**src/sv/skf_pkg.sv**
```systemverilog
// ----------------------------------------------------------------------------
// skf_pkg: shared definitions for the scalar kalman filter
// Fixed-point widths, reset values and configuration register indexes.
// ----------------------------------------------------------------------------
`default_nettype none

package skf_pkg;

    // fixed-point widths
    localparam int unsigned MEAS_W  = 16;
    localparam int unsigned Q_W     = 32;
    localparam int unsigned FRAC_W  = 16;
    localparam int unsigned GAIN_W  = 17;
    localparam int unsigned DIV_W   = Q_W + 1;
    localparam int unsigned CFG_IDX_W = 2;

    // one in q16.16 and in the q1.16 gain
    localparam logic [Q_W-1:0]    ONE_Q16   = 32'h0001_0000;
    localparam logic [GAIN_W-1:0] ONE_GAIN  = 17'h1_0000;
    localparam logic [Q_W-1:0]    Q_MAX     = 32'hFFFF_FFFF;

    // reset values
    localparam logic [Q_W-1:0] PROC_NOISE_RST = 32'h0000_0000;
    localparam logic [Q_W-1:0] MEAS_NOISE_RST = ONE_Q16;
    localparam logic [Q_W-1:0] MEAS_NOISE_MIN = 32'h0000_0001;
    localparam logic [Q_W-1:0] EST_RST        = 32'h0000_0000;
    localparam logic [Q_W-1:0] COV_RST        = ONE_Q16;

    // configuration register indexes
    localparam logic [CFG_IDX_W-1:0] REG_PROC_NOISE = 2'd0;
    localparam logic [CFG_IDX_W-1:0] REG_MEAS_NOISE = 2'd1;

endpackage

`default_nettype wire

```
**src/sv/skf_divider.sv**
```systemverilog
// ----------------------------------------------------------------------------
// skf_divider: restoring divider for the kalman gain
// Forms floor(numer * 2^16 / denom) one quotient bit per cycle; numer < denom.
// ----------------------------------------------------------------------------
`default_nettype none

module skf_divider
(
    input  wire logic                           clk,
    input  wire logic                           rst_n,
    input  wire logic                           start,
    input  wire logic [skf_pkg::Q_W-1:0]        numer,
    input  wire logic [skf_pkg::DIV_W-1:0]      denom,
    output logic                                done,
    output logic [skf_pkg::FRAC_W-1:0]          quot
);

    typedef enum logic [0:0] {
        DIV_IDLE,
        DIV_RUN
    } div_state_t;

    localparam int unsigned CNT_W = $clog2(skf_pkg::FRAC_W);

    div_state_t                     state_reg;
    logic [CNT_W-1:0]               cnt_reg;
    logic [skf_pkg::DIV_W-1:0]      rem_reg;
    logic [skf_pkg::DIV_W-1:0]      den_reg;
    logic [skf_pkg::FRAC_W-1:0]     quot_reg;
    logic                           done_reg;

    logic [skf_pkg::DIV_W:0]        rem_shift;
    logic [skf_pkg::DIV_W:0]        rem_diff;
    logic                           bit_set;
    logic [skf_pkg::DIV_W-1:0]      rem_next;
    logic [skf_pkg::FRAC_W-1:0]     quot_next;

    // one shift, compare and subtract step
    always_comb
    begin
        rem_shift = {rem_reg, 1'b0};
        rem_diff  = rem_shift - {1'b0, den_reg};
        bit_set   = (rem_shift >= {1'b0, den_reg});
        rem_next  = bit_set ? rem_diff[skf_pkg::DIV_W-1:0] : rem_shift[skf_pkg::DIV_W-1:0];
        quot_next = {quot_reg[skf_pkg::FRAC_W-2:0], bit_set};
    end

    // step sequencer
    always_ff @(posedge clk or negedge rst_n)
    begin
        if (!rst_n)
        begin
            state_reg <= DIV_IDLE;
            cnt_reg   <= '0;
            done_reg  <= 1'b0;
        end
        else
        begin
            done_reg <= 1'b0;
            case (state_reg)
                DIV_IDLE:
                begin
                    if (start)
                    begin
                        cnt_reg   <= CNT_W'(skf_pkg::FRAC_W - 1);
                        state_reg <= DIV_RUN;
                    end
                end
                DIV_RUN:
                begin
                    cnt_reg <= cnt_reg - 1'b1;
                    if (cnt_reg == '0)
                    begin
                        done_reg  <= 1'b1;
                        state_reg <= DIV_IDLE;
                    end
                end
                default:
                begin
                    state_reg <= DIV_IDLE;
                end
            endcase
        end
    end

    // datapath registers
    always_ff @(posedge clk)
    begin
        if (state_reg == DIV_IDLE && start)
        begin
            rem_reg  <= {1'b0, numer};
            den_reg  <= denom;
            quot_reg <= '0;
        end
        else if (state_reg == DIV_RUN)
        begin
            rem_reg  <= rem_next;
            quot_reg <= quot_next;
        end
    end

    assign done = done_reg;
    assign quot = quot_reg;

endmodule

`default_nettype wire

```
**src/sv/scalar_kalman_filter_top.sv**
```systemverilog
// ----------------------------------------------------------------------------
// scalar_kalman_filter_top: one-dimensional kalman filter
// Predicts covariance, forms the gain, updates estimate and covariance.
// ----------------------------------------------------------------------------
// Usage:
//   Input channel: measurement with in_valid / in_stall. A transfer happens
//   at a rising edge with in_valid high and in_stall low. in_stall is high
//   while a measurement is being processed.
//   Output channel: estimate and gain with out_valid / out_stall. The result
//   sits in an output register until the receiver takes it.
//   Configuration: cfg_write, cfg_index, cfg_data; register 0 is process
//   noise, register 1 measurement noise (a zero write stores one LSB).
//   Indexes above 1 are ignored. Write only while the filter is idle.
//   Timing: a new measurement is taken only after the previous result has
//   moved into the output register and the sequencer is idle again. The
//   processing time is set by the gain divider, which yields one quotient
//   bit per cycle, plus two passes through the shared multiplier.
//   When the receiver stalls with a result still pending, the next item
//   is accepted and computed, then holds until the output register frees.
//   Reset: estimate 0, covariance one, process noise 0, measurement noise
//   one; no result pending.
// ----------------------------------------------------------------------------
`default_nettype none

module scalar_kalman_filter_top
(
    input  wire logic                               clk,
    input  wire logic                               rst_n,
    // configuration port
    input  wire logic                               cfg_write,
    input  wire logic [skf_pkg::CFG_IDX_W-1:0]      cfg_index,
    input  wire logic [skf_pkg::Q_W-1:0]            cfg_data,
    // input channel
    input  wire logic                               in_valid,
    output logic                                    in_stall,
    input  wire logic [skf_pkg::MEAS_W-1:0]         measurement,
    // output channel
    output logic                                    out_valid,
    input  wire logic                               out_stall,
    output logic [skf_pkg::Q_W-1:0]                 estimate,
    output logic [skf_pkg::GAIN_W-1:0]              gain
);

    typedef enum logic [2:0] {
        ST_IDLE,
        ST_START,
        ST_WAIT,
        ST_MUL_EST,
        ST_MUL_COV,
        ST_COV_WB,
        ST_OUT
    } state_t;

    localparam int unsigned PROD_W = skf_pkg::GAIN_W + skf_pkg::Q_W;

    state_t                             state_reg;
    logic [skf_pkg::Q_W-1:0]            proc_noise_reg;
    logic [skf_pkg::Q_W-1:0]            meas_noise_reg;
    logic [skf_pkg::Q_W-1:0]            est_reg;
    logic [skf_pkg::Q_W-1:0]            cov_reg;
    logic [skf_pkg::Q_W-1:0]            pcov_reg;
    logic [skf_pkg::Q_W-1:0]            diff_reg;
    logic                               neg_reg;
    logic [skf_pkg::GAIN_W-1:0]         gain_reg;
    logic [skf_pkg::Q_W-1:0]            prod_reg;
    logic                               out_valid_reg;
    logic [skf_pkg::Q_W-1:0]            out_est_reg;
    logic [skf_pkg::GAIN_W-1:0]         out_gain_reg;

    logic                               in_xfer;
    logic                               out_free;
    logic [skf_pkg::DIV_W-1:0]          pcov_sum;
    logic [skf_pkg::Q_W-1:0]            pcov_next;
    logic [skf_pkg::Q_W-1:0]            z_val;
    logic                               z_below;
    logic [skf_pkg::DIV_W-1:0]          div_den;
    logic                               div_start;
    logic                               div_done;
    logic [skf_pkg::FRAC_W-1:0]         div_quot;
    logic [skf_pkg::GAIN_W-1:0]         mul_a;
    logic [skf_pkg::Q_W-1:0]            mul_b;
    logic [PROD_W-1:0]                  mul_full;

    // handshakes
    assign in_stall  = (state_reg != ST_IDLE);
    assign in_xfer   = in_valid && !in_stall;
    assign out_free  = !out_valid_reg || !out_stall;

    // covariance prediction with saturation, measurement difference
    always_comb
    begin
        pcov_sum  = {1'b0, cov_reg} + {1'b0, proc_noise_reg};
        pcov_next = pcov_sum[skf_pkg::Q_W] ? skf_pkg::Q_MAX : pcov_sum[skf_pkg::Q_W-1:0];
        z_val     = {measurement, {skf_pkg::FRAC_W{1'b0}}};
        z_below   = (z_val < est_reg);
    end

    // gain divider
    assign div_start = (state_reg == ST_START);
    assign div_den   = {1'b0, pcov_reg} + {1'b0, meas_noise_reg};

    skf_divider u_divider
    (
        .clk    (clk),
        .rst_n  (rst_n),
        .start  (div_start),
        .numer  (pcov_reg),
        .denom  (div_den),
        .done   (div_done),
        .quot   (div_quot)
    );

    // shared multiplier: gain times difference, then one minus gain times covariance
    always_comb
    begin
        if (state_reg == ST_MUL_COV)
        begin
            mul_a = skf_pkg::ONE_GAIN - gain_reg;
            mul_b = pcov_reg;
        end
        else
        begin
            mul_a = gain_reg;
            mul_b = diff_reg;
        end
        mul_full = PROD_W'(mul_a) * PROD_W'(mul_b);
    end

    // sequencer, state and configuration registers
    always_ff @(posedge clk or negedge rst_n)
    begin
        if (!rst_n)
        begin
            state_reg      <= ST_IDLE;
            proc_noise_reg <= skf_pkg::PROC_NOISE_RST;
            meas_noise_reg <= skf_pkg::MEAS_NOISE_RST;
            est_reg        <= skf_pkg::EST_RST;
            cov_reg        <= skf_pkg::COV_RST;
            out_valid_reg  <= 1'b0;
        end
        else
        begin
            if (cfg_write)
            begin
                case (cfg_index)
                    skf_pkg::REG_PROC_NOISE:
                    begin
                        proc_noise_reg <= cfg_data;
                    end
                    skf_pkg::REG_MEAS_NOISE:
                    begin
                        meas_noise_reg <= (cfg_data == '0) ? skf_pkg::MEAS_NOISE_MIN : cfg_data;
                    end
                    default:
                    begin
                    end
                endcase
            end

            // output register: load a new result or release a taken one
            if (state_reg == ST_OUT && out_free)
            begin
                out_valid_reg <= 1'b1;
            end
            else if (out_valid_reg && !out_stall)
            begin
                out_valid_reg <= 1'b0;
            end

            case (state_reg)
                ST_IDLE:
                begin
                    if (in_xfer)
                    begin
                        state_reg <= ST_START;
                    end
                end
                ST_START:
                begin
                    state_reg <= ST_WAIT;
                end
                ST_WAIT:
                begin
                    if (div_done)
                    begin
                        state_reg <= ST_MUL_EST;
                    end
                end
                ST_MUL_EST:
                begin
                    state_reg <= ST_MUL_COV;
                end
                ST_MUL_COV:
                begin
                    est_reg   <= neg_reg ? (est_reg - prod_reg) : (est_reg + prod_reg);
                    state_reg <= ST_COV_WB;
                end
                ST_COV_WB:
                begin
                    cov_reg   <= prod_reg;
                    state_reg <= ST_OUT;
                end
                ST_OUT:
                begin
                    if (out_free)
                    begin
                        state_reg <= ST_IDLE;
                    end
                end
                default:
                begin
                    state_reg <= ST_IDLE;
                end
            endcase
        end
    end

    // working payload registers
    always_ff @(posedge clk)
    begin
        if (in_xfer)
        begin
            pcov_reg <= pcov_next;
            neg_reg  <= z_below;
            diff_reg <= z_below ? (est_reg - z_val) : (z_val - est_reg);
        end
        if (state_reg == ST_WAIT && div_done)
        begin
            gain_reg <= {1'b0, div_quot};
        end
        if (state_reg == ST_MUL_EST || state_reg == ST_MUL_COV)
        begin
            prod_reg <= mul_full[skf_pkg::FRAC_W +: skf_pkg::Q_W];
        end
        if (state_reg == ST_OUT && out_free)
        begin
            out_est_reg  <= est_reg;
            out_gain_reg <= gain_reg;
        end
    end

    assign out_valid = out_valid_reg;
    assign estimate  = out_est_reg;
    assign gain      = out_gain_reg;

endmodule

`default_nettype wire

```
**config.mk**
```make
export PLATFORM = sky130hd
export DESIGN_NAME = scalar_kalman_filter_top
export DESIGN_NICKNAME = d
export VERILOG_FILES = /design/src/sv/skf_pkg.sv /design/src/sv/skf_divider.sv /design/src/sv/scalar_kalman_filter_top.sv
export SDC_FILE = /design/constraint.sdc
export NUM_CORES = 2
export LEC_CHECK = 0
export BUFFER_PORTS_ARGS = -buffer_cell sky130_fd_sc_hd__buf_4
export CAP_MARGIN = 10
export CORE_MARGIN = 2
export CORE_UTILIZATION = 55
export CTS_BUF_LIST = sky130_fd_sc_hd__clkbuf_2
export DETAILED_ROUTE_END_ITERATION = 16
export PLACE_DENSITY = 0.7
export SKIP_LAST_GASP = 1
export SYNTH_ARGS = -nofsm -noshare
export SYNTH_HDL_FRONTEND = slang
export SYNTH_SLANG_ARGS = --single-unit
export TNS_END_PERCENT = 10
```
**constraint.sdc**
```tcl
create_clock -name clk -period 13.2 [get_ports clk]
set_clock_uncertainty 0.15 [all_clocks]
set_input_delay 1.98 -clock clk [delete_from_list [all_inputs] [get_ports clk]]
set_output_delay 1.98 -clock clk [all_outputs]
set_load 0.03 [all_outputs]
```
# --- Word-level counts from Yosys, hierarchy flattened ---
# Index checks and enable logic that the tools add are counted.
classes:
  n_addsub: 9
  n_mul: 1
  n_div: 0
  n_lt_le_gt_ge: 2
  eq_ne: 11
  shifts: 0
  muxes: 21
  bitwise: 1
  n_reduce_logical: 20
op_table:
  columns: ["operator", "count"]
  rows:
  - ["32-bit 2-to-1 mux", 6]
  - ["32-bit subtractor", 3]
  - ["32-bit by 32-bit adder with 33-bit output", 2]
  - ["17-bit by 32-bit multiplier with 48-bit output", 1]
  - ["34-bit by 33-bit greater-or-equal comparator with 1-bit output", 1]
  - ["33-bit 2-to-1 mux", 1]
  - ["33-bit subtractor", 1]
  - ["32-bit adder", 1]
  - ["32-bit logical NOT", 1]
  - ["32-bit < comparator", 1]
  - ["3-bit one-hot mux with 7 select lines", 1]
  - ["17-bit 2-to-1 mux", 1]
  - ["17-bit by 16-bit subtractor with 17-bit output, first input constant", 1]
  - ["3-bit equality test, second input constant", 3]
  - ["3-bit 2-to-1 mux", 3]
  - ["4-bit one-hot mux with 2 select lines", 1]
  - ["3-bit by 2-bit equality test with 1-bit output, second input constant", 2]
  - ["1-bit 2-to-1 mux", 6]
  - ["1-bit logical AND", 5]
  - ["4-bit logical NOT", 1]
  - ["4-bit 2-to-1 mux", 1]
  - ["2-bit by 1-bit inequality test with 1-bit output, second input constant", 2]
  - ["2-bit inequality test, second input constant", 2]
  - ["2-bit AND reduction", 2]
  - ["other kinds (12)", 16]
totals:
  regBits: 381
  latchBits: 0
  ramBits: 0
  romBits: 0
  elab_cells: 85
  memories: 0

# --- Longest topological paths before layout ---
logic_depth:
  word_depth: 5
  mapped_depth: 32

# --- Modules after synthesis ---
# A second synthesis with hierarchy kept.
unflattened:
  cells_unflattened: 4268
  area_unflattened_um2: 39669.3
by_module_without_submodules:
  columns: ["mod", "n_inst", "cells_per_inst", "area_per_inst_um2"]
  rows:
  - ["scalar_kalman_filter_top", 1, 3716, 34190.3]
  - ["skf_divider", 1, 552, 5479.0]

# --- Worst setup path after synthesis ---
# No wires, ideal clock.
synth_path:
  kind: "register to register"
  start: "register state_reg[0]"
  end: "register prod_reg[26] in the netlist's numbering, data pin"
  setup_ns: 0.262
  arrival_time_ns: 7.615
  required_ns: 12.788
  path_slack_ns: 5.173
  path_stages_with_launch: 33
  n_path_buf: 5
  path_cell_list: "dfrtp_1 -> clkbuf_1 -> inv_1 -> nand3b_1 -> clkbuf_1 -> clkbuf_1 -> clkbuf_1 -> nand2_1 -> nand2_1 -> clkbuf_1 -> nand2_1 -> fa_1 -> inv_1 -> fa_1 -> inv_1 -> fa_1 -> inv_1 -> fa_1 -> fa_1 -> inv_1 -> fa_1 -> inv_1 -> ha_1 -> and2_1 -> o21bai_1 -> o311ai_0 -> a221o_1 -> a31oi_1 -> o211ai_1 -> a21oi_1 -> nor3_1 -> a211oi_1 -> xnor2_1"
synth_via:
  elab_chain_cells: 3
synth_rtl:
  columns: ["element", "line_no", "source"]
  rows:
  - ["start, declared", "scalar_kalman_filter_top.sv:56", "state_t state_reg;"]
  - ["start signal, assigned", "scalar_kalman_filter_top.sv:134", "state_reg <= ST_IDLE;"]
  - ["start signal, assigned", "scalar_kalman_filter_top.sv:175", "state_reg <= ST_START;"]
  - ["start signal, assigned", "scalar_kalman_filter_top.sv:180", "state_reg <= ST_WAIT;"]
  - ["3-bit equality test (*)", "scalar_kalman_filter_top.sv:116", "if (state_reg == ST_MUL_COV)"]
  - ["17-bit 2-to-1 mux or 32-bit 2-to-1 mux (tied branches)", "scalar_kalman_filter_top.sv:116", null]
  - ["17-bit by 32-bit multiplier with 48-bit output (*)", "scalar_kalman_filter_top.sv:126", "mul_full = PROD_W'(mul_a) * PROD_W'(mul_b);"]
  - ["via mul_full[42]", "scalar_kalman_filter_top.sv:82", "logic [PROD_W-1:0] mul_full;"]
  - ["end signal, assigned", "scalar_kalman_filter_top.sv:233", "prod_reg <= mul_full[skf_pkg::FRAC_W +: skf_pkg::Q_W];"]
  - ["end, declared", "scalar_kalman_filter_top.sv:65", "logic [skf_pkg::Q_W-1:0] prod_reg;"]
# Mark *: on every way through the listed nets, which the timed path passes. The rest lies on a longest branch.
# A chain may end at the register's enable or synchronous reset.

# --- Worst setup path in the final report ---
layout_path:
  start: "register state_reg[0]"
  end: "register prod_reg[25] in the netlist's numbering, data pin"
# The elaborated chain is that of the path after synthesis.

==> impl_results.md <==
- Die area: 0.0733 mm^2
- First-pass GRT wire length: 164000 um
- Setup ws final: 3.12 ns
- CP max stage cell: a2111oi_0
- Commonest non-fill, non-tap cell in the layout: inv_1
- Critical Path RT: 13.79 ns
- Synth unique cells: 85
- Most frequent cell on the critical path: fa_1
- Max H-tree Level: 3
- CP startpoint kind: register
- CP arrival: 10.67 ns
- Post-synth EDFFs: 226
- Placement Setup Slack: 3.28 ns
- Layout Nets: 5071
- Final-report hold violation count: 0
- Top cells by area, synth: fa_1 (23%), edfxtp_1 (17%), ha_1 (9.0%)
- Area leader, netlist: fa_1
- CTS Sinks: 381
- Largest net degree at the start of global routing: 90
- Core region area: 0.0703 mm^2
- Avg Inst Size Synth: 9.38 um^2
- Max Slew Vio Count: 0
- Tightest Pin Transition: 1.34 ns
- Run status: finished clean
- Final setup fails: 0
- RSZ-0062 raised after global routing: no
- Synthesized cell area: 0.0391 mm^2
- Post-synth ARST share: 0.362
- Max-cap violation count: 0
- Cells after synthesis: 4172
- Die Y: 271 um
- Post-Route WL: 102000 um
- Post-route ant nets: 0
- Top_reg_cell synth: edfxtp_1
- WS Path Type: reg -> reg
- Number of global-route vias before repair: 29900
- Minimum period implied by the final worst setup slack: 10.08 ns
- Clock tree buffer depth: 3
- CTS resizes: 0
- Postcts setup bufs: 0
- Vias/cell: 5.62
- Area Overhead vs Synth: 7.33%
- FP Rows: 97
- Num CTS Buffers: 90
- Post-synthesis sequential area ratio: 0.270
- CTS tree: yes
- Crit path max fanout: 81
- Clock slew at reported path FFs: 0.13 ns
- Cts hold-fix bufs: 0
- Yosys top cell area share: 0.231
- Final HPWL DP: 80100 um
- Hold crit path type: reg -> reg
- Fmax achieved: 99.2 MHz
- GP Congestion: 0.944
- Post-route DRC: 0
- Worst skew pair latency: 1.00 ns
- Net count after synthesis: 4958
- IO Count: 106
- Max incr delay on CP: 0.80 ns
- CTS Root Cell: clkbuf_2
- Layout cells sized above 1: 0.104
- Final Cycle Share: 0.763
- 1st-iter DRT viols: 2390
- Initial Utilization: 0.557
- GRT Residual Overflow: 0
- CP endpoint kind: register
- R2R setup slack: 3.12 ns
- DRT Pass-1 Iters: 6
- Synthesis-stage register bit count: 381
- # port buffers: 104
- Initial antenna violation count: 3
- Die W: 271 um
- Total number of vias: 29800
- Most frequent cells in the layout: inv_1 (697), nand2_1 (643), fa_1 (451), nor2_1 (297), ha_1 (280)
- Max-slew headroom: 0.0982
- GRT Total Usage: 0.285
- Fin Setup TNS: 0 ns
- Yosys synthesis warning count: 0
- Detailed-route wire length per cell: 19.2 um
- Filler Cell Count: 6090
[layer usage]
layer,vias to the layer above,wire length (um),track usage
met5,-,0,0
met2,1071,48700,0.470
met3,225,7150,0.0432
met1,14700,42800,0.385
met4,0,3420,0.0971
li1,13800,-,-
[layout make-up]
| class | count | area (um^2) | area share |
|---|---|---|---|
| clock inverter | 27 | 139 | 0.00331 |
| timing repair buffer | 157 | 1180 | 0.0281 |
| inverter | 698 | 2620 | 0.0624 |
| sequential | 381 | 10600 | 0.252 |
| tap | 940 | 1180 | 0.0280 |
| multi-input combinational | 2957 | 25600 | 0.609 |
| clock buffer | 143 | 716 | 0.0170 |
| antenna | 5 | 12.5 | 0.000298 |
[synth_stat cells (39+ instances only)]
library cell  instances
mux2i_1              62
nor3_1               39
a21o_1               86
xnor2_1             154
nand2_1             643
ha_1                280
mux2_2               93
fa_1                451
clkbuf_1            112
a21oi_1             214
xor2_1               69
o21ai_0             126
inv_1               697
edfxtp_1            226
dfrtp_1             136
nor2_1              298
and2_1               43
[metrics by stage]
step	util	area [um^2]	instances	hold WS (ns)
after floorplan	-	39100	4172	0.259
after global routing	0.598	42000	5305	0.310
after CTS	0.598	42000	5303	0.302
after detailed placement	0.585	41100	5133	0.295
after global placement	0.585	41100	5133	0.283
final	0.598	42000	5308	0.299
[worst max-delay path: cells and delay by family (launching register included)]
kind,cells,cell delay (ns)
adder cells (fa/ha/maj),7,3.32
AND/OR/NAND/NOR,7,1.54
flip-flops,1,0.53
buffers and inverters,6,1.30
AO/OA/AOI/OAI,6,2.86
XOR/XNOR,1,0.10
[path summary, 6_finish.rpt]
path,start,endpoint,depth (start not counted)
setup / recovery,state_reg[0]$_DFFE_PN0P_,prod_reg[25]$_DFFE_PP_,27
hold / removal,u_divider.quot[1]$_SDFFE_PP0P_,gain_reg[1]$_DFFE_PP_,0
setup reg to reg,state_reg[0]$_DFFE_PN0P_,prod_reg[25]$_DFFE_PP_,27
hold reg to reg,u_divider.quot[1]$_SDFFE_PP0P_,gain_reg[1]$_DFFE_PP_,0
max in group asynchronous,rst_n,est_reg[1]$_DFFE_PN0P_,2
min in group asynchronous,rst_n,est_reg[30]$_DFFE_PN0P_,1
[cells by family (layout without fill, tap and decap cells)]
kind of cell    after synthesis  in the layout  synth area share
compound gates              617            617            0.0994
xor+xnor                    223            223            0.0499
fa+ha+maj                   731            731             0.320
buf+inv                     834           1025            0.0809
flops                       381            381             0.270
mux                         156            156            0.0433
other cells                   1              6         0.0000958
simple gates               1229           1229             0.136
Power is not shown: default switching activity piles up to over one toggle a cycle in this logic, so the estimate is an artifact.
